===== src/design/lraq_pkg.sv =====
package lraq_pkg;

  localparam int DATA_W = 32;
  localparam int CAP_W  = 7;
  localparam logic [CAP_W-1:0] CAP_RESET = 7'd64;

  typedef enum logic [0:0] {
    OP_ENQ = 1'b0,
    OP_DEQ = 1'b1
  } op_t;

  typedef enum logic [1:0] {
    ST_DONE  = 2'd0,
    ST_FULL  = 2'd1,
    ST_LIMIT = 2'd2,
    ST_EMPTY = 2'd3
  } status_t;

  typedef struct packed {
    status_t status;
    logic    deq_ok;
    logic    empty;
    logic    full;
    logic    exhausted;
  } step_res_t;

endpackage


===== src/design/lraq_in_if.sv =====
interface lraq_in_if;
  logic                               valid;
  logic                               ready;
  logic [0:0]                         operation;
  logic signed [lraq_pkg::DATA_W-1:0] data_in;

  modport source (output valid, output operation, output data_in, input ready);
  modport sink   (input valid, input operation, input data_in, output ready);
endinterface


===== src/design/lraq_out_if.sv =====
interface lraq_out_if;
  logic                               valid;
  logic                               ready;
  logic [1:0]                         status;
  logic signed [lraq_pkg::DATA_W-1:0] data_out;
  logic                               empty_flag;
  logic                               full_flag;
  logic                               exhausted_flag;

  modport source (output valid, output status, output data_out, output empty_flag,
                  output full_flag, output exhausted_flag, input ready);
  modport sink   (input valid, input status, input data_out, input empty_flag,
                  input full_flag, input exhausted_flag, output ready);
endinterface


===== src/design/linear_array_queue_unit.sv =====
// Linear FIFO of signed 32-bit values, slots used once each.
// in_ch transfers an operation (enqueue or dequeue) with a data word;
// out_ch transfers one result per operation: status, dequeued data and
// the empty, full and exhausted flags as they stand after the operation.
// cfg_we/cfg_wdata write the capacity; write it only while no operation
// is in flight.
// The decision and the slot memory read are registered in the first stage,
// the output register is the second. Throughput: one operation per cycle
// while out_ch does not stall, set by the single-port write / single-port
// read slot memory and the one-step counter update.
// Reset clears the counts, the exhausted state and both pipeline stages
// and sets the capacity to 64; slot contents are not cleared.
// When out_ch stalls, the output register holds its result, a second
// operation waits in the stage behind it, and in_ch.ready drops once
// both are occupied.
module linear_array_queue_unit #(
  parameter int DEPTH = 64
) (
  input  logic                        clk,
  input  logic                        rst_n,
  input  logic                        cfg_we,
  input  logic [lraq_pkg::CAP_W-1:0]  cfg_wdata,
  lraq_in_if.sink                     in_ch,
  lraq_out_if.source                  out_ch
);

  localparam int CNT_W  = $clog2(DEPTH + 1);
  localparam int ADDR_W = (DEPTH > 1) ? $clog2(DEPTH) : 1;

  lraq_pkg::step_res_t                res;
  lraq_pkg::step_res_t                s1_res_r;
  logic                               s1_v_r;
  logic                               out_v_r;
  lraq_pkg::step_res_t                out_res_r;
  logic signed [lraq_pkg::DATA_W-1:0] out_data_r;
  logic signed [lraq_pkg::DATA_W-1:0] rd_data;
  logic                               wr_en, rd_en;
  logic [ADDR_W-1:0]                  wr_addr, rd_addr;
  logic                               acc, s2_load, in_rdy;

  assign s2_load = s1_v_r && (!out_v_r || out_ch.ready);
  assign in_rdy  = !s1_v_r || s2_load;
  assign acc     = in_ch.valid && in_rdy;

  lraq_ctrl #(
    .DEPTH  (DEPTH),
    .CNT_W  (CNT_W),
    .ADDR_W (ADDR_W)
  ) u_ctrl (
    .clk       (clk),
    .rst_n     (rst_n),
    .cfg_we    (cfg_we),
    .cfg_wdata (cfg_wdata),
    .acc       (acc),
    .op        (in_ch.operation),
    .res       (res),
    .wr_en     (wr_en),
    .wr_addr   (wr_addr),
    .rd_en     (rd_en),
    .rd_addr   (rd_addr)
  );

  lraq_mem #(
    .DEPTH  (DEPTH),
    .ADDR_W (ADDR_W)
  ) u_mem (
    .clk     (clk),
    .wr_en   (wr_en),
    .wr_addr (wr_addr),
    .wr_data (in_ch.data_in),
    .rd_en   (rd_en),
    .rd_addr (rd_addr),
    .rd_data (rd_data)
  );

  always_ff @(posedge clk) begin
    if (!rst_n) begin
      s1_v_r <= 1'b0;
    end else if (acc) begin
      s1_v_r <= 1'b1;
    end else if (s2_load) begin
      s1_v_r <= 1'b0;
    end
  end

  always_ff @(posedge clk) begin
    if (acc) begin
      s1_res_r <= res;
    end
  end

  always_ff @(posedge clk) begin
    if (!rst_n) begin
      out_v_r <= 1'b0;
    end else if (s2_load) begin
      out_v_r <= 1'b1;
    end else if (out_ch.ready) begin
      out_v_r <= 1'b0;
    end
  end

  always_ff @(posedge clk) begin
    if (s2_load) begin
      out_res_r  <= s1_res_r;
      out_data_r <= s1_res_r.deq_ok ? rd_data : '0;
    end
  end

  assign in_ch.ready           = in_rdy;
  assign out_ch.valid          = out_v_r;
  assign out_ch.status         = out_res_r.status;
  assign out_ch.data_out       = out_data_r;
  assign out_ch.empty_flag     = out_res_r.empty;
  assign out_ch.full_flag      = out_res_r.full;
  assign out_ch.exhausted_flag = out_res_r.exhausted;

endmodule


===== src/design/lraq_mem.sv =====
module lraq_mem #(
  parameter int DEPTH  = 64,
  parameter int ADDR_W = 6
) (
  input  logic                               clk,
  input  logic                               wr_en,
  input  logic [ADDR_W-1:0]                  wr_addr,
  input  logic signed [lraq_pkg::DATA_W-1:0] wr_data,
  input  logic                               rd_en,
  input  logic [ADDR_W-1:0]                  rd_addr,
  output logic signed [lraq_pkg::DATA_W-1:0] rd_data
);

  logic signed [lraq_pkg::DATA_W-1:0] mem [DEPTH];
  logic signed [lraq_pkg::DATA_W-1:0] rd_data_r;

  always_ff @(posedge clk) begin
    if (wr_en) begin
      mem[wr_addr] <= wr_data;
    end
  end

  always_ff @(posedge clk) begin
    if (rd_en) begin
      rd_data_r <= mem[rd_addr];
    end
  end

  assign rd_data = rd_data_r;

endmodule


===== src/design/lraq_ctrl.sv =====
module lraq_ctrl #(
  parameter int DEPTH  = 64,
  parameter int CNT_W  = 7,
  parameter int ADDR_W = 6
) (
  input  logic                            clk,
  input  logic                            rst_n,
  input  logic                            cfg_we,
  input  logic [lraq_pkg::CAP_W-1:0]      cfg_wdata,
  input  logic                            acc,
  input  logic [0:0]                      op,
  output lraq_pkg::step_res_t             res,
  output logic                            wr_en,
  output logic [ADDR_W-1:0]               wr_addr,
  output logic                            rd_en,
  output logic [ADDR_W-1:0]               rd_addr
);

  localparam int CMP_W = (CNT_W > lraq_pkg::CAP_W) ? CNT_W : lraq_pkg::CAP_W;
  localparam logic [CMP_W-1:0] DEPTH_C = CMP_W'(DEPTH);
  localparam logic [CMP_W-1:0] ONE_C   = CMP_W'(1);

  logic [lraq_pkg::CAP_W-1:0] cap_r;
  logic [CNT_W-1:0]           wc_r, wc_nxt;
  logic [CNT_W-1:0]           rc_r, rc_nxt;
  logic                       exh_r, exh_nxt;
  logic [CMP_W-1:0]           cap_ext;
  logic [CMP_W-1:0]           eff_cap;
  logic [CMP_W-1:0]           wc_ext, rc_ext, rc_inc_ext, wc_nxt_ext, rc_nxt_ext;
  logic                       enq_go, deq_go;

  always_comb begin
    cap_ext = CMP_W'(cap_r);
    if (cap_ext == '0) begin
      eff_cap = ONE_C;
    end else if (cap_ext > DEPTH_C) begin
      eff_cap = DEPTH_C;
    end else begin
      eff_cap = cap_ext;
    end
  end

  always_comb begin
    wc_ext     = CMP_W'(wc_r);
    rc_ext     = CMP_W'(rc_r);
    rc_inc_ext = rc_ext + ONE_C;
    enq_go     = 1'b0;
    deq_go     = 1'b0;
    wc_nxt     = wc_r;
    rc_nxt     = rc_r;
    exh_nxt    = exh_r;
    res.status = lraq_pkg::ST_DONE;
    if (op == lraq_pkg::OP_ENQ) begin
      if (exh_r) begin
        res.status = lraq_pkg::ST_LIMIT;
      end else if (wc_ext >= eff_cap) begin
        res.status = lraq_pkg::ST_FULL;
      end else begin
        enq_go = 1'b1;
        wc_nxt = wc_r + CNT_W'(1);
      end
    end else begin
      if (exh_r || (rc_ext >= wc_ext) || (rc_ext >= DEPTH_C)) begin
        res.status = lraq_pkg::ST_EMPTY;
      end else begin
        deq_go = 1'b1;
        rc_nxt = rc_r + CNT_W'(1);
        if (rc_inc_ext >= eff_cap) begin
          exh_nxt = 1'b1;
        end
      end
    end
    wc_nxt_ext    = CMP_W'(wc_nxt);
    rc_nxt_ext    = CMP_W'(rc_nxt);
    res.deq_ok    = deq_go;
    res.exhausted = exh_nxt;
    res.empty     = exh_nxt || (rc_nxt_ext >= wc_nxt_ext);
    res.full      = !exh_nxt && (wc_nxt_ext >= eff_cap);
  end

  assign wr_en   = acc && enq_go;
  assign wr_addr = wc_r[ADDR_W-1:0];
  assign rd_en   = acc && deq_go;
  assign rd_addr = rc_r[ADDR_W-1:0];

  always_ff @(posedge clk) begin
    if (!rst_n) begin
      cap_r <= lraq_pkg::CAP_RESET;
    end else if (cfg_we) begin
      cap_r <= cfg_wdata;
    end
  end

  always_ff @(posedge clk) begin
    if (!rst_n) begin
      wc_r  <= '0;
      rc_r  <= '0;
      exh_r <= 1'b0;
    end else if (acc) begin
      wc_r  <= wc_nxt;
      rc_r  <= rc_nxt;
      exh_r <= exh_nxt;
    end
  end

endmodule


===== src/flat_wrapper.sv =====
// flat-port wrapper written by rule: the top's interface ports become plain ports
module linear_array_queue_unit_flat 
#(
  parameter int DEPTH = 64
)
  (clk, rst_n, cfg_we, cfg_wdata, in_ch_valid, in_ch_operation, in_ch_data_in, in_ch_ready, out_ch_valid, out_ch_status, out_ch_data_out, out_ch_empty_flag, out_ch_full_flag, out_ch_exhausted_flag, out_ch_ready);
  lraq_in_if in_ch_i ();
  lraq_out_if out_ch_i ();
  input  logic clk;
  input  logic rst_n;
  input  logic cfg_we;
  input  logic [lraq_pkg::CAP_W-1:0] cfg_wdata;
  input wire logic [$bits(in_ch_i.valid)-1:0] in_ch_valid;
  input wire logic [$bits(in_ch_i.operation)-1:0] in_ch_operation;
  input wire logic [$bits(in_ch_i.data_in)-1:0] in_ch_data_in;
  output wire logic [$bits(in_ch_i.ready)-1:0] in_ch_ready;
  output wire logic [$bits(out_ch_i.valid)-1:0] out_ch_valid;
  output wire logic [$bits(out_ch_i.status)-1:0] out_ch_status;
  output wire logic [$bits(out_ch_i.data_out)-1:0] out_ch_data_out;
  output wire logic [$bits(out_ch_i.empty_flag)-1:0] out_ch_empty_flag;
  output wire logic [$bits(out_ch_i.full_flag)-1:0] out_ch_full_flag;
  output wire logic [$bits(out_ch_i.exhausted_flag)-1:0] out_ch_exhausted_flag;
  input wire logic [$bits(out_ch_i.ready)-1:0] out_ch_ready;
  assign in_ch_i.valid = in_ch_valid;
  assign in_ch_i.operation = in_ch_operation;
  assign in_ch_i.data_in = in_ch_data_in;
  assign in_ch_ready = in_ch_i.ready;
  assign out_ch_valid = out_ch_i.valid;
  assign out_ch_status = out_ch_i.status;
  assign out_ch_data_out = out_ch_i.data_out;
  assign out_ch_empty_flag = out_ch_i.empty_flag;
  assign out_ch_full_flag = out_ch_i.full_flag;
  assign out_ch_exhausted_flag = out_ch_i.exhausted_flag;
  assign out_ch_i.ready = out_ch_ready;
  linear_array_queue_unit #(.DEPTH(DEPTH)) u_core (.clk(clk), .rst_n(rst_n), .cfg_we(cfg_we), .cfg_wdata(cfg_wdata), .in_ch(in_ch_i), .out_ch(out_ch_i));
endmodule

===== config.mk =====
export PLATFORM = sky130hd
export DESIGN_NAME = linear_array_queue_unit_flat
export DESIGN_NICKNAME = d
export VERILOG_FILES = /design/src/design/lraq_pkg.sv /design/src/design/lraq_in_if.sv /design/src/design/lraq_out_if.sv /design/src/design/linear_array_queue_unit.sv /design/src/design/lraq_mem.sv /design/src/design/lraq_ctrl.sv /design/src/flat_wrapper.sv
export SDC_FILE = /design/constraint.sdc
export NUM_CORES = 2
export LEC_CHECK = 0
export BUFFER_PORTS_ARGS = -buffer_cell sky130_fd_sc_hd__buf_2
export CAP_MARGIN = 20
export CORE_MARGIN = 3
export CORE_UTILIZATION = 35
export DETAILED_ROUTE_END_ITERATION = 10
export HOLD_SLACK_MARGIN = 0.1
export PLACE_DENSITY = 0.6
export RECOVER_POWER = 25
export REMOVE_ABC_BUFFERS = 1
export SETUP_SLACK_MARGIN = 0.15
export SYNTH_ARGS = -nofsm -noshare
export SYNTH_HDL_FRONTEND = slang
export SYNTH_SLANG_ARGS = --single-unit
export TNS_END_PERCENT = 20

===== constraint.sdc =====
create_clock -name clk -period 18.12 [get_ports clk]
set_input_delay 3.624 -clock clk [delete_from_list [all_inputs] [get_ports clk]]
set_output_delay 3.624 -clock clk [all_outputs]
set_load 0.01 [all_outputs]

# Yosys cells after proc, flatten, opt, wreduce, memory -nomap -nowiden

Memories as Yosys holds them, arrays and structs flattened. A register that Yosys moved wholly into a read port is not among the register bits.
Cells that the tools add are included.

Mux-type cells: 25
Add/sub/neg operators: 2
Reductions and logical operators: 16
$lt $le $gt $ge: 7

Operators with widths:

| kind                | number |
|---|---|
| $mux 7              | 7 |
| $ge 7x7->1          | 5 |
| $mux 1              | 15 |
| $add 7x1->7 const B | 2 |
| $ge 7x7->1 const B  | 1 |
| $gt 7x7->1 const B  | 1 |
| $logic_not 7->1     | 1 |
| $mux 2              | 3 |
| $logic_and 1x1->1   | 5 |
| $logic_or 1x1->1    | 5 |
| $reduce_bool 2->1   | 2 |
| $logic_not 1->1     | 3 |

Logic and storage cells: 67
Flip-flop bits (word level): 67
Memories: 1
Output and inout bits: 39
Input port bits: 45
Bits in writable memories: 2,048

Memory list:

| name             | words | width | rd ports | clocked after Yosys merged registers in | write ports | line           | RTL |
|---|---|---|---|---|---|---|---|
| u_core.u_mem.mem | 64    | 32    | 1        | 1                                       | 1           | lraq_mem.sv:14 | `logic signed [lraq_pkg::DATA_W-1:0] mem [DEPTH];` |

# Longest topological paths before layout

Depth after elaboration: 10
Mapped depth: 17
Gate-level depth less buffers: 16

# Modules after synthesis

A second synthesis with hierarchy kept.

Cell total of the unflattened synthesis: 3,666
Area, all modules: 82,614.2 sq um

By module, submodules not included:

| module                  | instances | cells an instance | area an instance (sq um) | seq. area each (sq um) |
|---|---|---|---|---|
| lraq_mem                | 1         | 3,324             | 78,835.6                 | 62,459.9 |
| lraq_ctrl               | 1         | 255               | 2,128.3                  | 440.4 |
| linear_array_queue_unit | 1         | 87                | 1,650.3                  | 1,331.3 |

# Worst setup path after synthesis

Ideal clock, no wire load.

Path type: input -> register
Start point: input out_ch_ready
End point: memory u_core.u_mem.mem[0][0] (netlist name), enable pin
Required time: 17,618 ps
Arrival: 7,990 ps
Path slack: 9,627 ps
Buffers on the path: 2
Cell stages on the path: 8
Setup time: 502 ps
Cells stage by stage: nor2b_1 > nand2_1 > nand2_1 > clkbuf_1 > inv_1 > clkbuf_1 > nand4_1 > nor4_1

Word-level cells in the longest chain between the ends: 7

Ends and longest elaborated chain:

| item                         | line                          | RTL |
|---|---|---|
| start: declaration           | flat_wrapper.sv:23            | `input wire logic [$bits(out_ch_i.ready)-1:0] out_ch_ready;` |
| $logic_or 1x1->1             | linear_array_queue_unit.sv:41 | `assign s2_load = s1_v_r && (!out_v_r \|\| out_ch.ready);` |
| $logic_and 1x1->1            | linear_array_queue_unit.sv:41 |  |
| $logic_or 1x1->1             | linear_array_queue_unit.sv:42 | `assign in_rdy = !s1_v_r \|\| s2_load;` |
| via in_ch_ready              | flat_wrapper.sv:16            | `output wire logic [$bits(in_ch_i.ready)-1:0] in_ch_ready;` |
| $logic_and 1x1->1            | linear_array_queue_unit.sv:43 | `assign acc = in_ch.valid && in_rdy;` |
| via u_core.acc               | linear_array_queue_unit.sv:39 | `logic acc, s2_load, in_rdy;` |
| $logic_and 1x1->1            | lraq_ctrl.sv:81               | `assign wr_en = acc && enq_go;` |
| $mux 1                       | lraq_mem.sv:18                | `if (wr_en) begin` |
| $mux 1 (implied by the code) | lraq_mem.sv:19                | `mem[wr_addr] <= wr_data;` |
| end: declaration             | lraq_mem.sv:14                |  |

The timed path passes the listed nets, and every way through them passes these cells.

# Worst setup path in the final report

Start point: input out_ch_ready
End point: output in_ch_ready

Word-level cells in the longest chain between the ends: 3

Ends and longest elaborated chain:

| item              | line |
|---|---|
| $logic_or 1x1->1  | linear_array_queue_unit.sv:41 |
| $logic_and 1x1->1 | linear_array_queue_unit.sv:41 |
| $logic_or 1x1->1  | linear_array_queue_unit.sv:42 |
| end: declaration  | flat_wrapper.sv:16 |

Every way passes these cells.

==> impl_results.rst <==
.. list-table::
   :header-rows: 1

   * - Metric
     - Value
   * - Run status
     - finished with violations
   * - Violated checks
     - capacitance limit, slew limit
   * - CTS Buffer Depth
     - 3
   * - Clk_skew
     - 0.0272 ns
   * - Vias per Instance
     - ~5.3
   * - Leakage power
     - 27.9 nW
   * - Count of standard-cell rows
     - roughly 180
   * - Share of async-settable or async-resettable flops after synthesis
     - 0%
   * - Count of nets left with antenna violations after detail routing
     - 0
   * - Mean instance size in the synthesized netlist
     - 24.6 um2
   * - Slew at the pin closest to its max-slew limit
     - 3.52 ns
   * - Fill count
     - around 20000
   * - Fin nets
     - around 3700
   * - Most frequent cells in the layout
     - sky130_fd_sc_hd__edfxtp_1, sky130_fd_sc_hd__mux4_2, sky130_fd_sc_hd__clkbuf_16
   * - Worst hold-check path type
     - flop to flop
   * - Sequential group share of total power
     - 54.0%
   * - Leading cell type in the layout, fill and taps excluded
     - sky130_fd_sc_hd__edfxtp_1
   * - CP Launch Point
     - out_ch_ready
   * - Crit path capture type
     - output pin
   * - Horizontal die dimension
     - 491 um
   * - Worst slew margin
     - -135%
   * - DRC Markers
     - 0
   * - Average detailed-routed wire length per instance
     - 28.7 um
   * - Starting DRC count in detailed routing
     - 4003
   * - Post-CTS resize count
     - 0
   * - Final setup violation count
     - 0
   * - # clock sinks
     - about 2100
   * - Top Ports
     - 84
   * - Utilization after layout
     - 40.5%
   * - Part of the total power dissipated in combinational logic
     - 3.9%
   * - Library cells used by synthesis
     - 46
   * - Inserted Clock Buffers
     - 209
   * - Initial antenna violation count
     - 12
   * - Top cell type's share of synthesized area
     - between 70% and 80%
   * - Die Outline Area
     - around 240000 um2
   * - Clock transition time at the flip-flop clock pins of the worst setup and hold paths
     - roughly 0.070 ns
   * - Largest area contributor in the netlist
     - sky130_fd_sc_hd__edfxtp_1
   * - Total overflow reported by the global router
     - 0
   * - CP Class
     - input pin to output pin
   * - # port buffers
     - 83
   * - Sequential cell area
     - around 64000 um2
   * - Starting density of the core
     - 35.3%
   * - Switching power as a share of total power
     - a little over a fifth
   * - Vias in the first global route
     - ~37000
   * - Final period utilization
     - 43.4%
   * - Routability congestion estimate
     - 0.815
   * - Pin count of the biggest net entering global routing
     - 142
   * - Number of maximum-capacitance constraint violations
     - 32
   * - Share of layout cells above drive strength 1
     - 32.7%
   * - Net switching power of the design
     - approximately 2.1 mW
   * - Worst hold slack after final layout
     - 0.447 ns
   * - Setup Buffers After CTS
     - 0
   * - EDFF count, synth
     - 2123
   * - Reg-to-reg critical path startpoint
     - u_core.u_ctrl.rc_ext[2]$_SDFFE_PN0P_
   * - Cell at the root of the clock tree
     - sky130_fd_sc_hd__clkbuf_16
   * - Mapped Cells
     - 3353
   * - Portion of total power attributed to the clock network
     - 42.1%
   * - Number of pins exceeding their max-slew limit in the final report
     - just under 2000
   * - Routed Wire Length
     - 198000 um
   * - Maximum fanout along the worst path
     - 4
   * - Flop and latch count out of synthesis
     - 2147
   * - Max Clock Freq
     - approximately 130 MHz
   * - CP arrival
     - 4.24 ns
   * - Post-cts hold buffer count
     - 0
   * - Cell-internal power
     - a little over 8 mW
   * - DR pass1 iterations
     - 5
   * - Prevailing post-synth register cell
     - sky130_fd_sc_hd__edfxtp_1
   * - Unrepaired setup endpoints after global routing
     - no
   * - Required @ worst endpoint
     - 14.50 ns
   * - Worst Min Path Start
     - u_core.s1_res_r[4]$_DFFE_PP_
   * - CTS tree
     - yes
   * - Shortest period the worst path allows
     - 7.86 ns
   * - Hpwl dp
     - 118000 um
   * - Wire length of the first global-routing pass
     - approximately 290000 um
   * - Maximum vdd ir drop
     - 80.9 uV
   * - Hold Vio Cnt, Final
     - 0
   * - Crit path launch type
     - input pin
   * - Area grow syn2layout
     - 14.8%
   * - Vertical extent of the die
     - 491 um
   * - Cell types occupying the most area after synthesis
     - sky130_fd_sc_hd__edfxtp_1, sky130_fd_sc_hd__mux4_2, sky130_fd_sc_hd__dfxtp_1
   * - Post-Syn Area
     - between 80000 and 90000 um2
   * - Pwr per Cell Area
     - about 110 nW/um2
   * - Footprint of the multi-input gates
     - 17700 um2
   * - Seq/Total Area, Yosys
     - between 70% and 80%
   * - Core area
     - 233000 um2
   * - Insertion delay to the later sink of the worst-skew pair
     - 0.84 ns
   * - YS warnings
     - 0
   * - H-tree levels
     - 4
   * - Via count
     - 36679
   * - All-layer global routing usage
     - 16.3%
[per-layer routing]
layer / track usage (%) / wire length [um]
met5: 0 / 95
met3: 2.47 / 11800
met4: 3.53 / 3950
met2: 27.1 / 99600
met1: 22.9 / 82600
[synth_stat cells, drive strengths merged (18+ instances only)]
| library cell | instances |
|---|---|
| edfxtp | 2123 |
| mux4 | 672 |
| clkbuf | 102 |
| buf | 73 |
| nor2 | 72 |
| and2 | 41 |
| ha | 34 |
| nand2 | 25 |
| dfxtp | 24 |
| inv | 23 |
| a21oi | 20 |
| nand3 | 18 |
| xnor2 | 18 |
[final timing paths]
| path | cells past startpoint | slack (ns) | endpoint |
|---|---|---|---|
| setup / recovery | 4 | 10.26 | in_ch_ready |
| setup reg to reg | 7 | 12.12 | u_core.u_mem.rd_data[6]$_DFFE_PP_ |
| hold / removal | 0 | 0.45 | u_core.out_ch.status[0]$_DFFE_PP_ |
| hold reg to reg | 0 | 0.45 | u_core.out_ch.status[0]$_DFFE_PP_ |
[power by group through the flow]
stage	Combinational [mW]	Sequential [mW]	Clock, mW
after floorplan	0.337	5.63	0
after global placement	0.410	5.60	0
after detailed placement	0.416	5.60	0
after CTS	0.416	5.49	4.38
after global routing	0.427	5.50	4.58
final	0.398	5.50	4.29
[critical path, stage by stage]
cell	delay, ns
sky130_fd_sc_hd__buf_2	0.10
sky130_fd_sc_hd__nor2b_1	0.24
sky130_fd_sc_hd__nand2_1	0.12
sky130_fd_sc_hd__buf_2	0.15
[logic make-up after synthesis]
kind of cell / count (synthesis) / share of synthesized area [%]
buffers and inverters: 199 / 1.02
flip-flops: 2147 / 78.0
AND/OR/NAND/NOR: 212 / 1.30
AO/OA/AOI/OAI: 62 / 0.486
XOR/XNOR: 21 / 0.223
multiplexers: 678 / 18.5
adder cells (fa/ha/maj): 34 / 0.517
[sequential cells by signal, indices dropped and copies added (netlist names), 2 cells and up]
name / count
u_core.u_mem.mem: 2048
u_core.out_ch.data_out: 32
u_core.u_mem.rd_data: 32
u_core.u_ctrl.cap_ext: 7
u_core.u_ctrl.rc_ext: 7
u_core.u_ctrl.wc_ext: 7
u_core.s1_res_r: 6
u_core.out_ch.status: 2
[per-stage QoR]
step	instances	setup WS (ns)	total power [mW]	area [um2]	TNS [ns]
finish	6905	10.26	10.2	94500	0
detailed placement	6506	10.17	6.02	87700	0
global placement	6482	10.16	6.01	87200	0
CTS	6893	10.17	10.3	94500	0
floorplan	3178	-6.97	5.97	81600	-417.64
global route	6900	10.21	10.5	94500	0
[cell type report]
| type | instances | share of cell area, % |
|---|---|---|
| Sequential cell | 2147 | 68.0 |
| Tap cell | 3132 | 4.14 |
| Inverter | 24 | 0.0953 |
| Multi-Input combinational cell | 1007 | 18.8 |
| Clock buffer | 248 | 5.71 |
| Timing Repair Buffer | 203 | 1.85 |
| Clock inverter | 139 | 1.47 |
| Antenna cell | 5 | 0.0132 |
Power figures use the tool's default switching activity.
